[config.mk]
export PLATFORM = sky130hd
export DESIGN_NAME = at_response_line_classifier
export DESIGN_NICKNAME = d
export VERILOG_FILES = /design/src/rtl/arlc_pkg.sv /design/src/rtl/arlc_line.sv /design/src/rtl/at_response_line_classifier.sv
export SDC_FILE = /design/constraint.sdc
export NUM_CORES = 1
export LEC_CHECK = 0
export BUFFER_PORTS_ARGS = -buffer_cell sky130_fd_sc_hd__buf_4
export CAP_MARGIN = 10
export CORE_MARGIN = 3
export CORE_UTILIZATION = 61
export DETAILED_ROUTE_END_ITERATION = 8
export PLACE_DENSITY = 0.82
export SLEW_MARGIN = 15
export SYNTH_ARGS = -nofsm -noshare
export SYNTH_HDL_FRONTEND = slang
export SYNTH_SLANG_ARGS = --single-unit
export TNS_END_PERCENT = 20
[constraint.sdc]
create_clock -name clk -period 4.8 [get_ports clk]
set_input_delay 0.72 -clock clk [delete_from_list [all_inputs] [get_ports clk]]
set_output_delay 0.72 -clock clk [all_outputs]
set_load 0.02 [all_outputs]
[src/rtl/arlc_pkg.sv]
// ----------------------------------------------------------------------------
// arlc_pkg: shared types, constants and functions for the response line
// classifier
// Holds the keyword tables, the per-line state record and the per-character
// update and line classification functions.
// ----------------------------------------------------------------------------
`default_nettype none

package arlc_pkg;

  // Byte codes
  localparam logic [7:0] CHAR_SPACE  = 8'h20;
  localparam logic [7:0] CHAR_CR     = 8'h0D;
  localparam logic [7:0] CHAR_PROMPT = 8'h3E;
  localparam logic [7:0] CHAR_ONE    = 8'h31;

  // Register reset values
  localparam logic [7:0] END_CHAR_RESET    = 8'h0A;
  localparam logic [7:0] MARKER_CHAR_RESET = 8'hFF;

  // Configuration port
  localparam int unsigned CFG_INDEX_W = 8;
  localparam logic [CFG_INDEX_W-1:0] REG_END_CHAR    = CFG_INDEX_W'(0);
  localparam logic [CFG_INDEX_W-1:0] REG_MARKER_CHAR = CFG_INDEX_W'(1);

  // Line position saturates here; it also sizes the keyword table rows
  localparam int unsigned POS_W = 4;
  localparam logic [POS_W-1:0] POS_MAX = '1;
  localparam logic [POS_W-1:0] POS_SIXTH   = POS_W'(5);
  localparam logic [POS_W-1:0] POS_SEVENTH = POS_W'(6);

  // Keywords, bit positions in the alive mask
  localparam int unsigned NUM_KW     = 5;
  localparam int unsigned KW_OK      = 0;
  localparam int unsigned KW_ERROR   = 1;
  localparam int unsigned KW_IPD     = 2;
  localparam int unsigned KW_ALREADY = 3;
  localparam int unsigned KW_SENDOK  = 4;

  localparam logic [7:0] KW_TEXT [NUM_KW][16] = '{
    '{0: "O", 1: "K", default: 8'h00},
    '{0: "E", 1: "R", 2: "R", 3: "O", 4: "R", default: 8'h00},
    '{0: "+", 1: "I", 2: "P", 3: "D", default: 8'h00},
    '{0: "A", 1: "L", 2: "R", 3: "E", 4: "A", 5: "D", 6: "Y", 7: "C",
      8: "O", 9: "N", 10: "N", 11: "E", 12: "C", 13: "T", default: 8'h00},
    '{0: "S", 1: "E", 2: "N", 3: "D", 4: "O", 5: "K", default: 8'h00}
  };

  localparam logic [POS_W-1:0] KW_LEN [NUM_KW] = '{
    POS_W'(2), POS_W'(5), POS_W'(4), POS_W'(14), POS_W'(6)
  };

  typedef enum logic [2:0] {
    CLASS_NONE    = 3'd0,
    CLASS_OK      = 3'd1,
    CLASS_ERROR   = 3'd2,
    CLASS_PROMPT  = 3'd3,
    CLASS_CONFIG  = 3'd4,
    CLASS_ALREADY = 3'd5,
    CLASS_SENDOK  = 3'd6
  } line_class_t;

  typedef struct packed {
    logic [POS_W-1:0]  pos;
    logic [NUM_KW-1:0] alive;
    logic              first_is_prompt;
    logic              sixth_is_one;
    logic [7:0]        seventh_char;
  } line_state_t;

  typedef struct packed {
    logic        marker_seen;
    line_class_t line_class;
    logic        line_done;
    logic [7:0]  config_byte;
  } line_result_t;

  localparam line_state_t LINE_CLEAR = '{
    pos: '0, alive: '1, first_is_prompt: 1'b0, sixth_is_one: 1'b0,
    seventh_char: 8'h00
  };

  // Add one character to the line
  function automatic line_state_t absorb(line_state_t s, logic [7:0] c);
    line_state_t r;
    r = s;
    for (int k = 0; k < NUM_KW; k++) begin
      if (s.pos < KW_LEN[k] && KW_TEXT[k][s.pos] != c) begin
        r.alive[k] = 1'b0;
      end
    end
    if (s.pos == '0 && c == CHAR_PROMPT) r.first_is_prompt = 1'b1;
    if (s.pos == POS_SIXTH) r.sixth_is_one = (c == CHAR_ONE);
    if (s.pos == POS_SEVENTH) r.seventh_char = c;
    if (s.pos != POS_MAX) r.pos = s.pos + POS_W'(1);
    return r;
  endfunction

  function automatic logic kw_hit(line_state_t s, int unsigned k);
    return s.alive[k] && (s.pos >= KW_LEN[k]);
  endfunction

  // Classify a finished line by prefix, in priority order
  function automatic line_result_t classify(line_state_t s);
    line_result_t r;
    r = '{marker_seen: 1'b0, line_class: CLASS_NONE, line_done: 1'b1,
          config_byte: 8'h00};
    if (kw_hit(s, KW_OK)) begin
      r.line_class = CLASS_OK;
    end else if (kw_hit(s, KW_ERROR)) begin
      r.line_class = CLASS_ERROR;
    end else if (s.first_is_prompt) begin
      r.line_class = CLASS_PROMPT;
    end else if (kw_hit(s, KW_IPD)) begin
      if (s.sixth_is_one) begin
        r.line_class  = CLASS_CONFIG;
        r.config_byte = s.seventh_char;
      end
    end else if (kw_hit(s, KW_ALREADY)) begin
      r.line_class = CLASS_ALREADY;
    end else if (kw_hit(s, KW_SENDOK)) begin
      r.line_class = CLASS_SENDOK;
    end
    return r;
  endfunction

endpackage

`default_nettype wire

[src/rtl/arlc_line.sv]
// ----------------------------------------------------------------------------
// arlc_line: line tracker
// Keeps the state of the line being received, folds in one byte per request
// and produces the result for that byte combinationally.
// ----------------------------------------------------------------------------
`default_nettype none

module arlc_line
  import arlc_pkg::*;
(
  input  wire logic         clk,
  input  wire logic         rst,
  input  wire logic         take,
  input  wire logic [7:0]   rx_byte,
  input  wire logic [7:0]   end_char,
  input  wire logic [7:0]   marker_char,
  output line_result_t      result
);

  line_state_t line;
  line_state_t line_next;

  // Decode the byte and work out the new line state and the result
  always_comb begin
    line_state_t one;
    line_state_t two;
    one = absorb(line, rx_byte);
    two = absorb(one, end_char);
    line_next = line;
    result    = '{marker_seen: 1'b0, line_class: CLASS_NONE, line_done: 1'b0,
                  config_byte: 8'h00};
    if (rx_byte == marker_char) begin
      result.marker_seen = 1'b1;
    end else if (rx_byte != CHAR_SPACE && rx_byte != CHAR_CR) begin
      if (rx_byte == end_char) begin
        result    = classify(one);
        line_next = LINE_CLEAR;
      end else if (rx_byte == CHAR_PROMPT) begin
        // prompt ends the line at once, with an implied end character
        result    = classify(two);
        line_next = LINE_CLEAR;
      end else begin
        line_next = one;
      end
    end
  end

  // Advance the line state on each request
  always_ff @(posedge clk) begin
    if (rst) begin
      line <= LINE_CLEAR;
    end else if (take) begin
      line <= line_next;
    end
  end

endmodule

`default_nettype wire

[src/rtl/at_response_line_classifier.sv]
// ----------------------------------------------------------------------------
// at_response_line_classifier: modem response line classifier
// Sorts received modem bytes into response lines and reports each line's kind.
// ----------------------------------------------------------------------------
// The block takes one received byte per cycle while the skid stage is free and
// returns one result per byte; prefix match and line classification are
// combinational logic in front of the output register, or the skid register
// while the output is held. A two-entry output stage (register plus skid) keeps
// the input side taking bytes while a result waits, so the sustained rate is
// one byte per cycle whenever the downstream side takes results every cycle.
// The user writes end and marker characters through the configuration port only
// while no byte is in flight, unenforced; unknown register indexes are ignored.
`default_nettype none

module at_response_line_classifier
  import arlc_pkg::*;
(
  input  wire logic                   clk,
  input  wire logic                   rst,
  // configuration writes
  input  wire logic                   cfg_valid,
  output      logic                   cfg_ready,
  input  wire logic [CFG_INDEX_W-1:0] cfg_index,
  input  wire logic [7:0]             cfg_data,
  // received bytes
  input  wire logic                   s_tvalid,
  output      logic                   s_tready,
  input  wire logic [7:0]             s_tdata,  // [7:0] rx_byte
  // results
  output      logic                   m_tvalid,
  input  wire logic                   m_tready,
  output      logic [7:0]             m_tdata,  // [7:0] config_byte
  output      logic                   m_tlast,  // line_done
  output      logic [3:0]             m_tuser   // [2:0] line_class, [3] marker_seen
);

  logic [7:0]   end_char;
  logic [7:0]   marker_char;
  logic         take;
  line_result_t new_result;
  line_result_t out_data;
  line_result_t skid_data;
  logic         out_valid;
  logic         skid_valid;

  // Hold the configuration registers
  assign cfg_ready = 1'b1;

  always_ff @(posedge clk) begin
    if (rst) begin
      end_char    <= END_CHAR_RESET;
      marker_char <= MARKER_CHAR_RESET;
    end else if (cfg_valid && cfg_ready) begin
      unique case (cfg_index)
        REG_END_CHAR:    end_char    <= cfg_data;
        REG_MARKER_CHAR: marker_char <= cfg_data;
        default: ;
      endcase
    end
  end

  // Take a request whenever the skid stage is free
  assign s_tready = !skid_valid;
  assign take     = s_tvalid && s_tready;

  arlc_line u_line (
    .clk         (clk),
    .rst         (rst),
    .take        (take),
    .rx_byte     (s_tdata),
    .end_char    (end_char),
    .marker_char (marker_char),
    .result      (new_result)
  );

  // Output register and skid stage
  always_ff @(posedge clk) begin
    if (rst) begin
      out_valid  <= 1'b0;
      skid_valid <= 1'b0;
    end else if (skid_valid) begin
      if (m_tready) begin
        out_valid  <= 1'b1;
        skid_valid <= 1'b0;
      end
    end else if (take) begin
      if (!out_valid || m_tready) begin
        out_valid <= 1'b1;
      end else begin
        skid_valid <= 1'b1;
      end
    end else if (m_tready) begin
      out_valid <= 1'b0;
    end
  end

  always_ff @(posedge clk) begin
    if (skid_valid) begin
      if (m_tready) out_data <= skid_data;
    end else if (take) begin
      if (!out_valid || m_tready) begin
        out_data <= new_result;
      end else begin
        skid_data <= new_result;
      end
    end
  end

  assign m_tvalid = out_valid;
  assign m_tdata  = out_data.config_byte;
  assign m_tlast  = out_data.line_done;
  assign m_tuser  = {out_data.marker_seen, out_data.line_class};

  // Checks
  a_skid_implies_out: assert property (@(posedge clk) disable iff (rst)
    skid_valid |-> out_valid)
    else $error("skid stage full while output register empty");

  a_take_gives_result: assert property (@(posedge clk) disable iff (rst)
    (take && !out_valid) |=> m_tvalid)
    else $error("taken byte produced no result");

  a_class_needs_done: assert property (@(posedge clk) disable iff (rst)
    (m_tvalid && !m_tlast) |-> (m_tuser[2:0] == CLASS_NONE))
    else $error("line class reported without a finished line");

  a_config_only_for_class: assert property (@(posedge clk) disable iff (rst)
    (m_tvalid && m_tuser[2:0] != CLASS_CONFIG) |-> (m_tdata == 8'h00))
    else $error("config byte set outside config class");

endmodule

`default_nettype wire
==> metrics.md, run 1 <==
| Metric | Value |
|---|---|
| Outcome | finished clean |
| Routed length per instance | ~20 µm |
| LEAKAGE | 2.25 nW |
| Worst-Skew Late Latency | 0.35 ns |
| Commonest non-fill, non-tap cells in the layout | nor2_1, buf_4, nand2_1 |
| Layout Nets | between 600 and 700 |
| Detailed-route DRC error count | 0 |
| CP startpoint kind | flip-flop |
| Initial antenna violation count | 0 |
| Rows | 32 |
| Total clock buffers created by CTS | 9 |
| Vias/cell | about 6.6 |
| Place WS | between 0.4 and 0.5 ns |
| F_max | ~0.22 GHz |
| Async set or reset register ratio after synthesis | 0% |
| Vias | about 4800 |
| Fillers | slightly above 600 |
| Combinational power share | 27.9% |
| Initial DRC count | roughly 520 |
| Pre-antenna DRT Iters | 6 |
| Layout cells sized above 1 | roughly 15% |
| Net Sw Frac | 33.2% |
| Slew margin rel. | a little over a quarter |
| Post-Syn Instances | around 590 |
| Hold_buf cts | 0 |
| Gpl congestion | 0.957 |
| Clock Sink Count | 63 |
| Synth Cell Area | slightly below 0.005 mm² |
| Final number of hold-violating endpoints | 0 |
| Least-Margin Pin Slew | between 1 and 1.5 ns |
| Synth Net Count | approximately 630 |
| VDD IR max | 0.000183 V |
| Die Span X | between 90 and 100 µm |
| CTS tree | built |
| Max_cap viols | 0 |
| Setup TNS | 0 ns |
| Cell internal pwr | a little under 1 mW |
| Register area share after synthesis | a little under a third |
| Crit. End Element | flip-flop |
| Worst setup path class | flip-flop to flip-flop |
| Post-CTS sizing | 0 |
| Ys Warns | 0 |
| Final setup margin | between 0.3 and 0.4 ns |
| Period minus WS final | ~4.5 ns |
| Synth top area share | 15.9% |
| Leading cell types by total area after synthesis | edfxtp_1, dfxtp_1, nor2_1, xnor2_1, mux2i_1 |
| Post-synth cell types | 74 |
| Arrival @ worst endpoint | about 4.6 ns |
| Number of synthesized register bits | 63 |
| Gr ovfl total | 0 |
| Hold slack | about 0.50 ns |
| Worst-path clk slew | 0.08 ns |
| Sw Pwr | ~0.49 mW |
| N_diodes | 0 |
| Most used flip-flop cell after synthesis | dfxtp_1 |
| First-pass GRT wire length | 22400 µm |
| Core box area | between 0.007 and 0.008 mm² |
| Power Density | 270 mW/mm² |
| Die Area | 0.00916 mm² |
| CTS Buffer Depth | 2 |
| Routed WL | approximately 14000 µm |
| Commonest non-fill, non-tap cell in the layout | nor2_1 |
| Post-CTS Setup Repair Bufs | 0 |
| Root Driver | clkbuf_8 |
| Post-synth EDFFs | 26 |
| I/O Pins | 45 |
| Worst R2R Setup Slack | between 0.3 and 0.4 ns |
| Total power | 1.47 mW |
| Antenna Nets Post-Route | 0 |
| Starting Density | between 60% and 70% |
| Total GRT Usage | between 30% and 40% |
| Layout overhead on the synthesized area | 11.2% |
| Largest net degree at the start of global routing | 31 |
| Tcrit/Tclk final | between 90 and 100% |
| Critical Path Fanout Max | 10 |
| Clk network pwr share | between 30% and 40% |
| Vias in the first global route | approximately 4500 |
| RSZ-0062 raised after global routing | false |
| CTS H-tree depth | 3 |
| Die Ht | 95.7 µm |
| Hold Crit Class | flip-flop to flip-flop |
| Detailed placement HPWL | 10300 µm |
| Post-Syn Area per Cell | around 8.3 µm² |
| IO Port Bufs | between 40 and 50 |
| Post-route clock skew | between 0.015 and 0.02 ns |
| WP data required | slightly below 5 ns |
| Final Max Slew Viols | 0 |
| Final setup viols | 0 |
| Part of the power in registers | between 40 and 50% |
| Area leader, netlist | edfxtp_1 |
## critical path, stage by stage, from the launching register on
cell      delay, ns
dfxtp_1        0.56
ha_1           0.39
and3_1         0.45
xnor2_1        0.20
ha_1           0.36
inv_1          0.09
o31a_1         0.28
o22ai_1        0.18
a211oi_1       0.09
o31ai_1        0.33
nor2_1         0.17
a41oi_1        0.71
nor2_1         0.18
o22a_1         0.24
## stage by stage
step                instances  cell area [µm²]  util (%)
CTS                       719             5460      70.2
global placement          703             5260      67.7
global route              719             5460      70.3
floorplan                 588             4910         -
finish                    719             5460      70.3
detailed placement        703             5260      67.7
## flip-flops by register name, summed over array words and instances, names as in the netlist
| signal | count |
|---|---|
| skid_valid | 1 |
| m_tdata | 8 |
| end_char | 8 |
| skid_data | 13 |
| u_line.line | 19 |
| m_tuser | 4 |
| m_tlast | 1 |
| marker_char | 8 |
| m_tvalid | 1 |
## power groups by stage
stage / logic (mW) / registers, mW / clock network (mW)
floorplan: 0.280 / 0.611 / 0
global placement: 0.390 / 0.606 / 0
detailed placement: 0.396 / 0.608 / 0
CTS: 0.400 / 0.596 / 0.471
global route: 0.442 / 0.598 / 0.493
finish: 0.411 / 0.596 / 0.467
## cells in the mapped netlist, types with 3 or more instances
cell,count
o21a_1,3
clkbuf_1,25
nor2b_1,11
a211o_1,13
nand2b_1,8
nor4_1,12
o211ai_1,4
buf_1,5
inv_1,22
edfxtp_1,26
buf_2,10
nand2_1,45
xor2_1,21
nor4b_1,6
dfxtp_1,37
a21o_1,23
a21oi_1,23
xnor2_1,28
o22ai_1,3
and4_1,3
o21ai_0,16
mux2i_1,22
a31oi_1,6
nor3_1,16
buf_6,3
mux2_2,5
or3_1,3
a211oi_1,20
o31ai_1,3
nand4_1,4
nor3b_1,3
ha_1,12
nor2_1,70
and3_1,5
nand3_1,13
o22a_1,10
## layout make-up
cell class | instances | area, µm² | area share [%]
tap | 102 | 128 | 2.34
clock buffer | 9 | 124 | 2.27
timing repair buffer | 57 | 428 | 7.84
sequential | 63 | 1520 | 27.9
multi-input combinational | 458 | 3100 | 56.8
clock inverter | 7 | 72.6 | 1.33
inverter | 23 | 86.3 | 1.58
## routing by layer
metal	up-vias	share of wire [%]	routed length [µm]	GRT usage (%)
met1	2227	40	5780	42.3
met4	0	2.0	295	11.5
met5	-	0	0	0
li1	2191	-	-	-
met3	37	11	1610	7.11
met2	316	47	6760	50.2
## final timing paths
path	start	to	depth (start not counted)
worst max register to register	u_line.line[16]$_SDFFE_PP0P_	m_tdata[4]$_DFFE_PP_	13
worst max-delay path	u_line.line[16]$_SDFFE_PP0P_	m_tdata[4]$_DFFE_PP_	13
worst min register to register	u_line.line[5]$_SDFFE_PP0P_	u_line.line[5]$_SDFFE_PP0P_	2
worst min-delay path	u_line.line[5]$_SDFFE_PP0P_	u_line.line[5]$_SDFFE_PP0P_	2
## logic make-up (layout without fill, tap and decap cells)
family / count (synthesis) / after routing / share of synthesized area, %
fa+ha+maj: 12 / 12 / 3.06
simple gates: 213 / 213 / 21.8
other cells: 1 / 1 / 0.0764
xor+xnor: 49 / 49 / 8.74
mux: 27 / 27 / 5.63
flops: 63 / 63 / 31.0
compound gates: 156 / 156 / 23.8
buf+inv: 67 / 96 / 5.91
Note: power is estimated with default switching activity, not from simulation.
==> inputs of run 2 (changes only) <==
==> constraint.sdc (replaced) <==
create_clock -name clk -period 4.35 [get_ports clk]
set_input_delay 0.6525 -clock clk [delete_from_list [all_inputs] [get_ports clk]]
set_output_delay 0.6525 -clock clk [all_outputs]
set_load 0.02 [all_outputs]
==> run 2 against run 1 <==
Register-to-register slack worse by 0.08 ns. Flip-flop and latch count stayed put. Clock skew rose by 0.0040 ns. Fmax grew 9.0%. Global-route usage down 0.78 points. Clock power increased by 29%. First-iteration DRC count shrank 19%. Sequential share of layout area barely moved. Critical path type unchanged. Largest power group unchanged.
==> metrics.md, run 2 (synthesized netlist as in run 1, its figures left out) <==
| Metric | Value |
|---|---|
| Layout cells sized above 1 | 14.5% (-0.23 points) |
| Clock Sink Count | 63 (unchanged) |
| Placed Cells | 699 (-0.57%) |
| Gpl congestion | 0.985 (+2.9%) |
| Critical Path Source | u_line.line[16]$_SDFFE_PP0P_ |
| Arrival @ worst endpoint | 4.21 ns (-0.37 ns) |
| Starting Density | 63.2% (unchanged) |
| Setup TNS | 0 ns (unchanged) |
| Layout Nets | 649 (-0.61%) |
| Commonest non-fill, non-tap cells in the layout | nor2_1, buf_4, nand2_1 |
| Die Ht | 95.7 µm (unchanged) |
| Commonest non-fill, non-tap cell in the layout | nor2_1 |
| CTS Buffer Depth | 2 (unchanged) |
| Max_cap viols | 0 (unchanged) |
| Hold Crit Class | flip-flop to flip-flop |
| Post-Layout Cell Count | 715 (-0.56%) |
| Period minus WS final | 4.10 ns (-0.367 ns) |
| Vias/cell | 6.60 (-0.58%) |
| Hold slack | 0.494 ns (-0.0110 ns) |
| Critical path endpoint | m_tdata[1]$_DFFE_PP_ |
| Final setup viols | 0 (unchanged) |
| Fillers | 624 (+1.5%) |
| FF-to-FF path depth | 13 (unchanged) |
| CTS tree | built |
| Layout overhead on the synthesized area | 11.4% |
| Regs by FF count | u_line.line x19, skid_data x13 |
| Post-CTS Setup Repair Bufs | 0 (unchanged) |
| Largest net degree at the start of global routing | 24 (-23%) |
| Worst R2R Setup Slack | 0.25 ns (-0.08 ns) |
| Vias | 4717 (-1.1%) |
| Outcome | finished clean |
| Pre-antenna DRT Iters | 5 (-1) |
| Root Driver | clkbuf_8 |
| Reg-to-reg endpoint | m_tdata[1]$_DFFE_PP_ |
| Routed length per instance | 19.4 µm (-3.3%) |
| Crit. End Element | flip-flop |
| Die Span X | 95.7 µm (unchanged) |
| Detailed placement HPWL | 9810 µm (-4.5%) |
| RSZ-0062 raised after global routing | false |
| Core box area | 0.00777 mm² (unchanged) |
| Rows | 32 (unchanged) |
| Worst-Skew Late Latency | 0.36 ns (about the same) |
| Final number of hold-violating endpoints | 0 (unchanged) |
| Detailed-route DRC error count | 0 (unchanged) |
| CP startpoint kind | flip-flop |
| First-pass GRT wire length | 21800 µm (-2.8%) |
| Critical Path Fanout Max | 16 (+6) |
| Slew margin rel. | 34.9% (+8.2 points) |
| Antenna Nets Post-Route | 0 (unchanged) |
| IO Port Bufs | 43 (unchanged) |
| Least-Margin Pin Slew | 0.973 ns (-0.123 ns) |
| N_diodes | 0 (unchanged) |
| Final Max Slew Viols | 0 (unchanged) |
| F_max | 0.244 GHz (+9.0%) |
| Tcrit/Tclk final | 94.4% (+1.2 points) |
| Routed WL | 13900 µm (-3.8%) |
| Post-route clock skew | 0.0195 ns (+0.00403 ns) |
| Max reg flops | 19 (unchanged) |
| R2r startpoint | u_line.line[16]$_SDFFE_PP0P_ |
| Die Area | 0.00916 mm² (unchanged) |
| Total clock buffers created by CTS | 9 (unchanged) |
| VDD IR max | 0.000193 V (+5.6%) |
| Power Density | 312 mW/mm² (+15%) |
| I/O Pins | 45 (unchanged) |
| Initial DRC count | 420 (-19%) |
| Worst-path clk slew | 0.08 ns (about the same) |
| Initial antenna violation count | 0 (unchanged) |
| WP data required | 4.45 ns (-0.45 ns) |
| Total GRT Usage | 30.9% (-0.78 points) |
| Gr ovfl total | 0 (unchanged) |
| Reg with most FFs | u_line.line |
| Vias in the first global route | 4384 (-1.6%) |
| HP Start | u_line.line[9]$_SDFFE_PP0P_ |
| LEAKAGE | 2.25 nW (-0.27%) |
| CTS H-tree depth | 3 (unchanged) |
| Worst setup path class | flip-flop to flip-flop |
## run 2: cell count changes in the layout (fill, tap and decap cells not counted), sizes merged
cell    change
buf         -4
bufinv      +1
clkinv      -2
clkbuf      +1
## run 2: worst max-delay path: stages (launching register included)
cell and delay (ns):
dfxtp_1 0.52, ha_1 0.38, and3_1 0.45, xnor2_1 0.21
ha_2 0.34, inv_1 0.09, o31a_1 0.29, o22ai_1 0.21
a211oi_1 0.10, o31ai_1 0.36, nor2_1 0.18, and4_2 0.34
a21o_1 0.22, o22a_1 0.16
## run 2: worst min-delay path by stage
stage | end | depth (start not counted)
floorplan | u_line.line[12]$_SDFFE_PP1P_ | 1
global placement | u_line.line[12]$_SDFFE_PP1P_ | 1
detailed placement | u_line.line[12]$_SDFFE_PP1P_ | 1
CTS | u_line.line[12]$_SDFFE_PP1P_ | 1
global route | u_line.line[12]$_SDFFE_PP1P_ | 1
finish | u_line.line[9]$_SDFFE_PP0P_ | 1
## run 2: layer usage
metal	vias up	GRT usage, %	part of all wire [%]
li1	2179	-	-
met1	2209	41.6	42
met2	282	47.3	45
met3	47	5.47	9.5
met4	0	15.8	3.7
met5	-	0	0
## run 2: final cells by class
type	count	area (µm²)	area share, %
Inverter	23	86.3	1.58
Sequential cell	63	1520	27.8
Clock inverter	6	92.6	1.69
Timing Repair Buffer	53	398	7.28
Tap cell	102	128	2.33
Clock buffer	10	138	2.52
Multi-Input combinational cell	458	3100	56.8
## run 2: power by group
part           internal [mW]  switching, mW
clock                  0.341          0.261
combinational          0.181          0.264
sequential             0.638         0.0185
total                   1.16          0.544
## run 2: repair_timing
action | 4_1_cts | 5_1_grt
hold buffers | 0 | 0
resized for setup | 0 | 3
setup endpoints to repair | 0 | 19
## run 2: through the flow
stage	total power, mW	setup WS [ns]	utilization [%]	cell area (µm²)
6_report	1.70	0.246	70.4	5470
3_3_place_gp	1.09	0.401	67.3	5230
4_1_cts	1.69	0.183	70.3	5460
3_5_place_dp	1.10	0.223	67.3	5230
5_1_grt	1.77	0.0348	70.4	5470
2_1_floorplan	0.983	0.326	-	4910
==> inputs of run 3 (changes only) <==
--- a/config.mk
+++ b/config.mk
@@ -9,6 +9,7 @@
 export CAP_MARGIN = 10
 export CORE_MARGIN = 3
 export CORE_UTILIZATION = 61
+export CTS_BUF_LIST = sky130_fd_sc_hd__clkbuf_4
 export DETAILED_ROUTE_END_ITERATION = 8
 export PLACE_DENSITY = 0.82
 export SLEW_MARGIN = 15
==> constraint.sdc (replaced) <==
create_clock -name clk -period 4.35 [get_ports clk]
set_input_delay 1.305 -clock clk [delete_from_list [all_inputs] [get_ports clk]]
set_output_delay 1.305 -clock clk [all_outputs]
set_load 0.02 [all_outputs]
==> run 3 against run 2 <==
Final cell count rose by 1.1%. Hold slack improved by 0.0089 ns. Non-clock buffer count rose by 8. Clock-buffer cell count fell by 1. Via count rose by 0.13%. Clock skew fell by 0.013 ns. Sequential power barely moved. Setup slack improved by 0.056 ns. Critical endpoint is now m_tdata[6]$_DFFE_PP_.
==> metrics.md, run 3 (synthesized netlist as in run 1, its figures left out) <==
| Metric | Value |
|---|---|
| Outcome | finished clean |
| Die Area | 0.00916 mm² (unchanged) |
| Final setup margin | 0.301 ns (+0.0556 ns) |
| DP Area | 0.00529 mm² (+1.1%) |
| CTS Buffer Depth | 2 (unchanged) |
| I/O Pins | 45 (unchanged) |
| Final Max Slew Viols | 0 (unchanged) |
| Worst-path clk slew | 0.12 ns (+0.04 ns) |
| Die Span X | 95.7 µm (unchanged) |
| WP data required | 4.63 ns (+0.18 ns) |
| Worst setup path class | flip-flop to flip-flop |
| Starting Density | 63.2% (unchanged) |
| Total power | 1.52 mW (-11%) |
| Crit-path slowest cell | o311ai_0 |
| Tcrit/Tclk final | 93.1% (-1.3 points) |
| Max reg flops | 19 (unchanged) |
| Die Ht | 95.7 µm (unchanged) |
| Sequential cell area | 0.00152 mm² (+0.16%) |
| Detailed-route DRC error count | 0 (unchanged) |
| Layout Nets | 657 (+1.2%) |
| Reg with most FFs | u_line.line |
| Initial antenna violation count | 0 (unchanged) |
| VDD IR max | 0.000232 V (+20%) |
| Commonest non-fill, non-tap cells in the layout | nor2_1, buf_4, nand2_1 |
| CP Cell Sequence | ha_1 -> buf_4 -> ha_1 -> nor2b_1 -> a21oi_1 -> nor2_1 -> o311ai_0 -> nand3_1 -> nor4b_1 -> a41oi_2 -> nor2_1 -> o22a_1 |
| Post-Layout Cell Count | 723 (+1.1%) |
| Total GRT Usage | 31.1% (+0.20 points) |
| Post-CTS Setup Repair Bufs | 0 (unchanged) |
| Max stage delay on crit path | 0.54 ns (+0.02 ns) |
| CP startpoint kind | flip-flop |
| Vias | 4723 (+0.13%) |
| LEAKAGE | 2.25 nW (+0.28%) |
| Critical Path Fanout Max | 10 (-6) |
| Least-Margin Pin Slew | 0.957 ns (-0.0167 ns) |
| Worst-Skew Late Latency | 0.41 ns (+0.05 ns) |
| RSZ-0062 raised after global routing | false |
| Place WS | 0.135 ns (-0.0878 ns) |
| Antenna Nets Post-Route | 0 (unchanged) |
| Post-route clock skew | 0.00700 ns (-0.0125 ns) |
| Total clock buffers created by CTS | 9 (unchanged) |
| Root Driver | clkbuf_4 |
| Placed Cells | 707 (+1.1%) |
| Regs by FF count | u_line.line x19, skid_data x13 |
| F_max | 0.247 GHz (+1.4%) |
| Pre-antenna DRT Iters | 6 (+1) |
| Detailed placement HPWL | 10100 µm (+3.4%) |
| Clock Sink Count | 63 (unchanged) |
| Crit path buf inv count | 1 (unchanged) |
| Layout cells sized above 1 | 15.8% (+1.3 points) |
| Hold Crit Class | flip-flop to flip-flop |
| Power Density | 280 mW/mm² (-10%) |
| Crit. End Element | flip-flop |
| Layout overhead on the synthesized area | 10.9% |
| CTS tree | built |
| First-pass GRT wire length | 22100 µm (+1.6%) |
| Initial DRC count | 601 (+43%) |
| Core box area | 0.00777 mm² (unchanged) |
| CTS H-tree depth | 3 (unchanged) |
| IO Port Bufs | 43 (unchanged) |
| Post-route design area | 0.00544 mm² (-0.43%) |
| Multi-input gate area | 0.00311 mm² (+0.12%) |
| Cell family with most CP delay | simple AND/OR/NAND/NOR gates |
| Rows | 32 (unchanged) |
| Routed WL | 13900 µm (-0.32%) |
| Setup TNS | 0 ns (unchanged) |
| Slew margin rel. | 36.0% (+1.1 points) |
| Largest net degree at the start of global routing | 31 (+29%) |
| Fillers | 634 (+1.6%) |
| Vias in the first global route | 4363 (-0.48%) |
| Gpl congestion | 0.964 (-2.1%) |
| Final number of hold-violating endpoints | 0 (unchanged) |
| N_diodes | 0 (unchanged) |
| Arrival @ worst endpoint | 4.33 ns (+0.12 ns) |
| Max_cap viols | 0 (unchanged) |
| Final setup viols | 0 (unchanged) |
| Vias/cell | 6.53 (-0.98%) |
| Gr ovfl total | 0 (unchanged) |
| Routed length per instance | 19.2 µm (-1.4%) |
| Period minus WS final | 4.05 ns (-0.0556 ns) |
| Commonest non-fill, non-tap cell in the layout | nor2_1 |
[run 3: cell count changes in the layout (fill, tap and decap cells not counted), moves of 2 or more]
cell,before,now
clkbuf_8,10,0
clkbuf_4,0,9
buf_4,53,61
clkinv_2,0,2
dfxtp_1,37,35
dfxtp_2,0,2
[run 3: cell type report]
cell class	count	area share, %
Tap cell	102	2.34
Timing Repair Buffer	61	8.41
Clock buffer	9	1.24
Sequential cell	63	28.0
Inverter	23	1.59
Multi-Input combinational cell	458	57.1
Clock inverter	7	1.33
[run 3: power by group]
part	leakage, nW	switching (mW)	internal (mW)
Sequential	0.570	0.0191	0.639
Clock	0.0723	0.238	0.176
Combinational	1.61	0.264	0.187
Total	2.25	0.522	1.00
[run 3: path summary, 6_finish.rpt]
path / startpoint / to / slack [ns] / cells past startpoint
min reg2reg: u_line.line[9]$_SDFFE_PP0P_ / u_line.line[9]$_SDFFE_PP0P_ / 0.50 / 1
max reg2reg: u_line.line[16]$_SDFFE_PP0P_ / m_tdata[6]$_DFFE_PP_ / 0.30 / 12
max: u_line.line[16]$_SDFFE_PP0P_ / m_tdata[6]$_DFFE_PP_ / 0.30 / 12
min: u_line.line[9]$_SDFFE_PP0P_ / u_line.line[9]$_SDFFE_PP0P_ / 0.50 / 1
[run 3: stage by stage]
stage          utilization [%]  hold WS, ns
3_3_place_gp              68.1        0.462
3_5_place_dp              68.1        0.470
5_1_grt                   70.1        0.520
4_1_cts                   69.9        0.499
2_1_floorplan                -        0.444
6_report                  70.1        0.503
[run 3: worst reg2reg max path, stage by stage (launching register included)]
cell and delay [ns]:
dfxtp_2 0.40, ha_1 0.25, buf_4 0.17, ha_1 0.47, nor2b_1 0.18, a21oi_1 0.26
nor2_1 0.08, o311ai_0 0.54, nand3_1 0.33, nor4b_1 0.47, a41oi_2 0.34, nor2_1 0.27
o22a_1 0.17
[run 3: metal layers]
metal | vias to the layer above | global-route usage (%) | part of all wire, %
li1 | 2196 | - | -
met1 | 2228 | 44.5 | 42
met2 | 268 | 47.3 | 47
met3 | 31 | 5.32 | 9.5
met4 | 0 | 10.5 | 2.1
met5 | - | 0 | 0
[run 3: timing repair]
action | in CTS | in global routing
resized for setup | 0 | 3
hold buffers | 0 | 0
endpoints found under the setup margin | 0 | 16
